==> src/hw/rtl/rgbpo_pkg.sv <==
// Shared types, register indexes and per-channel arithmetic for the RGB point-operation unit.
// Depends on nothing; the top level and its checker import it.
package rgbpo_pkg;

  // Widths of the pixel channels and the configuration port.
  localparam int unsigned CHAN_W     = 8;
  localparam int unsigned CFG_IDX_W  = 3;
  localparam int unsigned CFG_DATA_W = 16;
  localparam int unsigned OFFSET_W   = 9;
  localparam int unsigned GAIN_W     = 16;

  // Operation codes held in the mode register.
  typedef enum logic [2:0] {
    MODE_BRIGHTNESS = 3'd0,
    MODE_CONTRAST   = 3'd1,
    MODE_GRAYSCALE  = 3'd2,
    MODE_INVERT     = 3'd3,
    MODE_GAIN       = 3'd4,
    MODE_BLEND      = 3'd5
  } mode_t;

  // Configuration register indexes.
  typedef enum logic [CFG_IDX_W-1:0] {
    REG_MODE       = 3'd0,
    REG_BRIGHTNESS = 3'd1,
    REG_CONTRAST   = 3'd2,
    REG_RED_GAIN   = 3'd3,
    REG_GREEN_GAIN = 3'd4,
    REG_BLUE_GAIN  = 3'd5
  } reg_idx_t;

  // Reset values of the registers.
  localparam logic signed [OFFSET_W-1:0] OFFSET_RESET   = 9'sd0;
  localparam logic signed [GAIN_W-1:0]   CONTRAST_RESET = 16'sd256;
  localparam logic [GAIN_W-1:0]          GAIN_RESET     = 16'd256;

  // Luma weights in 0.16 fixed point; they sum to exactly 65536.
  localparam logic [23:0] LUMA_R = 24'd19595;
  localparam logic [23:0] LUMA_G = 24'd38470;
  localparam logic [23:0] LUMA_B = 24'd7471;

  // Mid level and top of the contrast range in Q8.8.
  localparam logic signed [25:0] CONTRAST_MID = 26'sd32768;
  localparam logic signed [25:0] CONTRAST_TOP = 26'sd65280;

  // Add a signed offset and clamp to 0..255.
  function automatic logic [CHAN_W-1:0] brightness_ch(input logic [CHAN_W-1:0] p,
                                                      input logic signed [OFFSET_W-1:0] off);
    logic signed [10:0] s;
    s = $signed({3'b000, p}) + 11'(off);
    if (s < 0) begin
      return 8'd0;
    end else if (s > 11'sd255) begin
      return 8'd255;
    end else begin
      return s[7:0];
    end
  endfunction

  // Scale around mid level 128 in signed Q8.8, clamp, then floor.
  function automatic logic [CHAN_W-1:0] contrast_ch(input logic [CHAN_W-1:0] p,
                                                    input logic signed [GAIN_W-1:0] gain);
    logic signed [8:0]  d;
    logic signed [25:0] v;
    d = $signed({1'b0, p} - 9'd128);
    v = 26'(gain) * 26'(d) + CONTRAST_MID;
    if (v < 0) begin
      return 8'd0;
    end else if (v >= CONTRAST_TOP) begin
      return 8'd255;
    end else begin
      return v[15:8];
    end
  endfunction

  // Weighted luma sum, keeping the integer part.
  function automatic logic [CHAN_W-1:0] luma(input logic [CHAN_W-1:0] r,
                                             input logic [CHAN_W-1:0] g,
                                             input logic [CHAN_W-1:0] b);
    logic [23:0] s;
    s = 24'(r) * LUMA_R + 24'(g) * LUMA_G + 24'(b) * LUMA_B;
    return s[23:16];
  endfunction

  // Unsigned Q8.8 gain with saturation at 255.
  function automatic logic [CHAN_W-1:0] gain_ch(input logic [CHAN_W-1:0] p,
                                                input logic [GAIN_W-1:0] g);
    logic [23:0] prod;
    prod = 24'(p) * 24'(g);
    if (|prod[23:16]) begin
      return 8'd255;
    end else begin
      return prod[15:8];
    end
  endfunction

  // Floored mean of two channels.
  function automatic logic [CHAN_W-1:0] blend_ch(input logic [CHAN_W-1:0] p,
                                                 input logic [CHAN_W-1:0] q);
    logic [8:0] s;
    s = {1'b0, p} + {1'b0, q};
    return s[8:1];
  endfunction

endpackage

==> src/hw/rtl/rgb_pixel_point_operations.sv <==
// Top level of the RGB point-operation unit: configuration registers, input register,
// per-channel arithmetic and result register. Depends on rgbpo_pkg.
//
// Usage:
//   The input channel (in_valid/in_ready) carries one item: a primary pixel and a
//   second pixel that only the blend mode reads. The result channel
//   (out_valid/out_ready) returns one processed pixel per item, in order.
//   The configuration port writes register cfg_index with cfg_data when cfg_we is
//   high; indexes above 5 are ignored. Write it only while no item is in flight.
//   The edge that accepts an item loads the input register; the result register then
//   loads through the arithmetic once it can take the item, raising out_valid.
//   Throughput is one item per cycle while out_ready stays high; the longest path is
//   one 16x9 contrast multiply plus the clamp compare between the two registers.
//   When the receiver stalls, the result register holds its item and the input
//   register still takes one more item; in_ready drops only when both are full.
//   Synchronous reset empties both registers and loads the register reset values:
//   brightness mode, zero offset and unity gains.
module rgb_pixel_point_operations
  import rgbpo_pkg::*;
(
  input  logic                  clk,
  input  logic                  rst_n,
  // Input channel
  input  logic                  in_valid,
  output logic                  in_ready,
  input  logic [CHAN_W-1:0]     in_red,
  input  logic [CHAN_W-1:0]     in_green,
  input  logic [CHAN_W-1:0]     in_blue,
  input  logic [CHAN_W-1:0]     in_second_red,
  input  logic [CHAN_W-1:0]     in_second_green,
  input  logic [CHAN_W-1:0]     in_second_blue,
  // Result channel
  output logic                  out_valid,
  input  logic                  out_ready,
  output logic [CHAN_W-1:0]     out_red,
  output logic [CHAN_W-1:0]     out_green,
  output logic [CHAN_W-1:0]     out_blue,
  // Configuration port
  input  logic                  cfg_we,
  input  logic [CFG_IDX_W-1:0]  cfg_index,
  input  logic [CFG_DATA_W-1:0] cfg_data
);

  // Configuration registers.
  mode_t                       mode_r;
  logic signed [OFFSET_W-1:0]  offset_r;
  logic signed [GAIN_W-1:0]    contrast_r;
  logic [GAIN_W-1:0]           red_gain_r;
  logic [GAIN_W-1:0]           green_gain_r;
  logic [GAIN_W-1:0]           blue_gain_r;

  // Input register.
  logic                        in_valid_r;
  logic [CHAN_W-1:0]           red_r;
  logic [CHAN_W-1:0]           green_r;
  logic [CHAN_W-1:0]           blue_r;
  logic [CHAN_W-1:0]           sec_red_r;
  logic [CHAN_W-1:0]           sec_green_r;
  logic [CHAN_W-1:0]           sec_blue_r;

  // Result register.
  logic                        out_valid_r;
  logic [CHAN_W-1:0]           out_red_r;
  logic [CHAN_W-1:0]           out_green_r;
  logic [CHAN_W-1:0]           out_blue_r;
  logic [CHAN_W-1:0]           out_red_nxt;
  logic [CHAN_W-1:0]           out_green_nxt;
  logic [CHAN_W-1:0]           out_blue_nxt;

  logic                        out_load;
  logic                        in_load;
  logic [CHAN_W-1:0]           gray;

  // Configuration writes keep the low bits of each register's width.
  always_ff @(posedge clk) begin
    if (!rst_n) begin
      mode_r       <= MODE_BRIGHTNESS;
      offset_r     <= OFFSET_RESET;
      contrast_r   <= CONTRAST_RESET;
      red_gain_r   <= GAIN_RESET;
      green_gain_r <= GAIN_RESET;
      blue_gain_r  <= GAIN_RESET;
    end else if (cfg_we) begin
      case (reg_idx_t'(cfg_index))
        REG_MODE:       mode_r       <= mode_t'(cfg_data[2:0]);
        REG_BRIGHTNESS: offset_r     <= $signed(cfg_data[OFFSET_W-1:0]);
        REG_CONTRAST:   contrast_r   <= $signed(cfg_data);
        REG_RED_GAIN:   red_gain_r   <= cfg_data;
        REG_GREEN_GAIN: green_gain_r <= cfg_data;
        REG_BLUE_GAIN:  blue_gain_r  <= cfg_data;
        default: ;
      endcase
    end
  end

  // Flow control: a register loads when it is empty or its successor takes its item.
  assign out_load = !out_valid_r || out_ready;
  assign in_load  = !in_valid_r || out_load;
  assign in_ready = in_load;

  // Input register.
  always_ff @(posedge clk) begin
    if (!rst_n) begin
      in_valid_r <= 1'b0;
    end else if (in_load) begin
      in_valid_r <= in_valid;
    end
  end

  always_ff @(posedge clk) begin
    if (in_load && in_valid) begin
      red_r       <= in_red;
      green_r     <= in_green;
      blue_r      <= in_blue;
      sec_red_r   <= in_second_red;
      sec_green_r <= in_second_green;
      sec_blue_r  <= in_second_blue;
    end
  end

  // Per-channel operation selected by the mode register.
  assign gray = luma(red_r, green_r, blue_r);

  always_comb begin
    case (mode_r)
      MODE_BRIGHTNESS: begin
        out_red_nxt   = brightness_ch(red_r, offset_r);
        out_green_nxt = brightness_ch(green_r, offset_r);
        out_blue_nxt  = brightness_ch(blue_r, offset_r);
      end
      MODE_CONTRAST: begin
        out_red_nxt   = contrast_ch(red_r, contrast_r);
        out_green_nxt = contrast_ch(green_r, contrast_r);
        out_blue_nxt  = contrast_ch(blue_r, contrast_r);
      end
      MODE_GRAYSCALE: begin
        out_red_nxt   = gray;
        out_green_nxt = gray;
        out_blue_nxt  = gray;
      end
      MODE_INVERT: begin
        out_red_nxt   = ~red_r;
        out_green_nxt = ~green_r;
        out_blue_nxt  = ~blue_r;
      end
      MODE_GAIN: begin
        out_red_nxt   = gain_ch(red_r, red_gain_r);
        out_green_nxt = gain_ch(green_r, green_gain_r);
        out_blue_nxt  = gain_ch(blue_r, blue_gain_r);
      end
      MODE_BLEND: begin
        out_red_nxt   = blend_ch(red_r, sec_red_r);
        out_green_nxt = blend_ch(green_r, sec_green_r);
        out_blue_nxt  = blend_ch(blue_r, sec_blue_r);
      end
      default: begin
        // Unused mode codes pass the primary pixel through.
        out_red_nxt   = red_r;
        out_green_nxt = green_r;
        out_blue_nxt  = blue_r;
      end
    endcase
  end

  // Result register.
  always_ff @(posedge clk) begin
    if (!rst_n) begin
      out_valid_r <= 1'b0;
    end else if (out_load) begin
      out_valid_r <= in_valid_r;
    end
  end

  always_ff @(posedge clk) begin
    if (out_load && in_valid_r) begin
      out_red_r   <= out_red_nxt;
      out_green_r <= out_green_nxt;
      out_blue_r  <= out_blue_nxt;
    end
  end

  assign out_valid = out_valid_r;
  assign out_red   = out_red_r;
  assign out_green = out_green_r;
  assign out_blue  = out_blue_r;

endmodule

==> config.mk <==
export PLATFORM = sky130hd
export DESIGN_NAME = rgb_pixel_point_operations
export DESIGN_NICKNAME = d
export VERILOG_FILES = /design/src/hw/rtl/rgbpo_pkg.sv /design/src/hw/rtl/rgb_pixel_point_operations.sv
export SDC_FILE = /design/constraint.sdc
export NUM_CORES = 2
export LEC_CHECK = 0
export BUFFER_PORTS_ARGS = -buffer_cell sky130_fd_sc_hd__buf_2
export CAP_MARGIN = 20
export CELL_PAD_IN_SITES_DETAIL_PLACEMENT = 0
export CELL_PAD_IN_SITES_GLOBAL_PLACEMENT = 1
export CORE_MARGIN = 10
export CORE_UTILIZATION = 52
export CTS_BUF_LIST = sky130_fd_sc_hd__clkbuf_4 sky130_fd_sc_hd__clkbuf_8
export DETAILED_ROUTE_END_ITERATION = 10
export GPL_ROUTABILITY_DRIVEN = 0
export PLACE_DENSITY_LB_ADDON = 0.15
export SYNTH_ARGS = -nofsm -noshare
export SYNTH_HDL_FRONTEND = slang
export SYNTH_SLANG_ARGS = --single-unit
==> constraint.sdc <==
create_clock -name clk -period 10 [get_ports clk]
set_input_delay 2 -clock clk [delete_from_list [all_inputs] [get_ports clk]]
set_output_delay 2 -clock clk [all_outputs]
set_load 0.05 [all_outputs]
==> metrics.txt <==
asr flop ratio synth 0%; post-synthesis sequential area ratio 9.039%; Max clock buf depth 2; first-pass GRT wire length around 180000 um; Fmax 116.8 MHz; # Max-Cap Violations 0; Top Ports between 90 and 100; Critical Path RT roughly 10000 ps; Multi-input gate area between 0.03 and 0.04 mm2; Mapped Cells between 4000 and 5000; Row Count about 100; Netlist cell types 90; pwr dens between 100 and 150 mW/mm2; dpl hpwl about 90000 um; syn_area_per_cell between 8 and 9 um2; share of cells above drive strength 1 under 10%; post-synthesis register bit count 150; TNS Setup 0 ps; number of global-route vias before repair approximately 32000; Total Routing Usage GR 25.49%; Final Skew about 27 ps; Final setup viols 0; H-Tree Depth 4; CTS tree yes; met2 usage between 40% and 50%; fin area between 0.04 and 0.05 mm2; headroom to the max-slew limit 26.27%; clk_lat worst skew 580 ps; Post-CTS Setup Bufs 0; initial antenna violation count 8; # nets final just under 6000; # resized after CTS 0; M3 GR Usage under 10%; CP Launch Type flip-flop; Post-synth top flop dfxtp_1; Crit path largest cell delay 610 ps; Routed Wire Length between 100000 and 150000 um; Chip Width around 300 um; Critical Path Sink Type flip-flop; Initial Util a little over half; core area 0.07874 mm2; final hold vios 0; Worst R2R Setup Slack around 1400 ps; P&R area growth vs syn 4.480%; crit-path max FO 10; via count roughly 31000; Die Ht about 300 um; met1 usage roughly a third; fillers between 7000 and 8000; DR iter-0 viols 1830; synth warn 0; register area 0.003725 mm2; hold buffer count at CTS 0; first-pass iteration count of the detailed router 5; CP max-delay cell edfxtp_1; measured slew at the worst slew-check pin 1106 ps; Die ar. roughly 0.09 mm2; status finished, final reports clean; Pleak about 0.021 uW; EDFF count, synth a little over 70; worst vdd ir around 240 uV; Hold WC Path Type reg2reg; CTS Buf Count 17; most common cell in the synthesized netlist inv_1; remaining antenna violation count 0; # clock sinks 150; Worst Path Arrival 8900 ps; DP Area roughly 0.043 mm2; Final Max Slew Viols 0; largest net degree at the start of global routing between 70 and 80; most frequent CP cell fa_1; GR peak layer met2; number of vias per cell around 5.5; crit path kind reg2reg; IO Port Bufs 97; Synth Cell Area about 0.041 mm2; Commonest cells post-synth inv_1, fa_1, nand2_1; RSZ-0062 raised after global routing false; CTS clk-pin slew, worst paths between 100 and 150 ps; Yosys top cell by area fa_1; GR Overflow Total 0; part of the cycle the worst path needs between 80% and 90%; WL/cell a little over 20 um; Yosys top cell area share between 30% and 40%; Synth area leaders fa_1, ha_1, inv_1; DRC violations left 0; clk root buf clkbuf_8; Post-Syn Nets a little under 6000; Final min period 8565 ps
sequential cells by signal (all words and copies together), names as in the netlist, 9 cells and up:
register      count
offset_r          9
red_gain_r       16
blue_gain_r      16
green_gain_r     16
contrast_r       16
per-stage QoR:
stage / cells / setup slack, ps / hold WS, ps / util [%] / total power [uW]
floorplan: 4579 / 2290 / 476.8 / - / 3773
global placement: 5573 / 1595 / 496.7 / 54.10 / 4659
detailed placement: 5573 / 1475 / 501.2 / 54.10 / 4737
CTS: 5605 / 1472 / 528.2 / 54.63 / 5283
global route: 5608 / 1082 / 584.2 / 54.66 / 5890
finish: 5609 / 1435 / 533.4 / 54.66 / 5273
worst max-delay path, delay by kind of cell (launching register included):
kind	cells	cell delay (ps)
buf+inv	4	210
flops	1	610
compound gates	14	3100
fa+ha+maj	9	3810
simple gates	2	310
xor+xnor	2	320
routing by layer:
metal  part of all wire (%)  vias up
met4                    2.8        2
li1                       -    14406
met1                     44    15648
met3                    5.5      156
met2                     47      754
met5                  0.012        -
area by class of cell:
class	instances	area share, %
Tap cell	1050	3.053
Clock buffer	18	0.5756
Clock inverter	14	0.3837
Inverter	814	7.099
Multi-Input combinational cell	3414	78.21
Timing Repair Buffer	147	2.009
Antenna cell	2	0.01163
Sequential cell	150	8.655
path summary, 6_finish.rpt:
kind                                         startpoint  cells after the start                      to
worst max register to register     green_r[4]$_DFFE_PP_                     31   out_blue[4]$_DFFE_PP_
worst min-delay path            in_valid_r$_SDFFE_PN0N_                      1  out_valid$_SDFFE_PN0P_
worst min register to register  in_valid_r$_SDFFE_PN0N_                      1  out_valid$_SDFFE_PN0P_
worst max-delay path               green_r[4]$_DFFE_PP_                     31   out_blue[4]$_DFFE_PP_
kinds of logic (layout without fill, tap and decap cells):
kind of cell	after synthesis	after routing	synth area share (%)
other cells	0	2	0
xor+xnor	146	146	3.104
simple gates	1379	1379	16.88
fa+ha+maj	1225	1225	50.73
buf+inv	1015	993	9.276
compound gates	656	656	10.77
flops	150	150	9.039
mux	8	8	0.2005
placed cells by master (no fill, tap or decap), drive strengths merged, types with 28 or more instances in the layout:
master,Yosys,final
nand4,30,30
fa,742,742
ha,483,483
xnor2,97,97
o21a,31,31
and2,418,418
buf,27,147
edfxtp,72,72
nor3,28,28
dfxtp,78,78
a21boi,78,78
o21ai,131,131
a21o,63,63
nand3,34,34
nor2b,62,62
nand2b,32,32
inv,814,820
a21oi,161,161
nor2,146,146
xor2,49,49
nand2,536,536
power breakdown:
part	leakage [uW]	switching [uW]	internal, uW
Clock	0.000211	297	215
Sequential	0.00133	51.6	681
Combinational	0.0194	2330	1700
Total	0.0209	2680	2590
No activity file was read; power rests on OpenSTA's default activity.
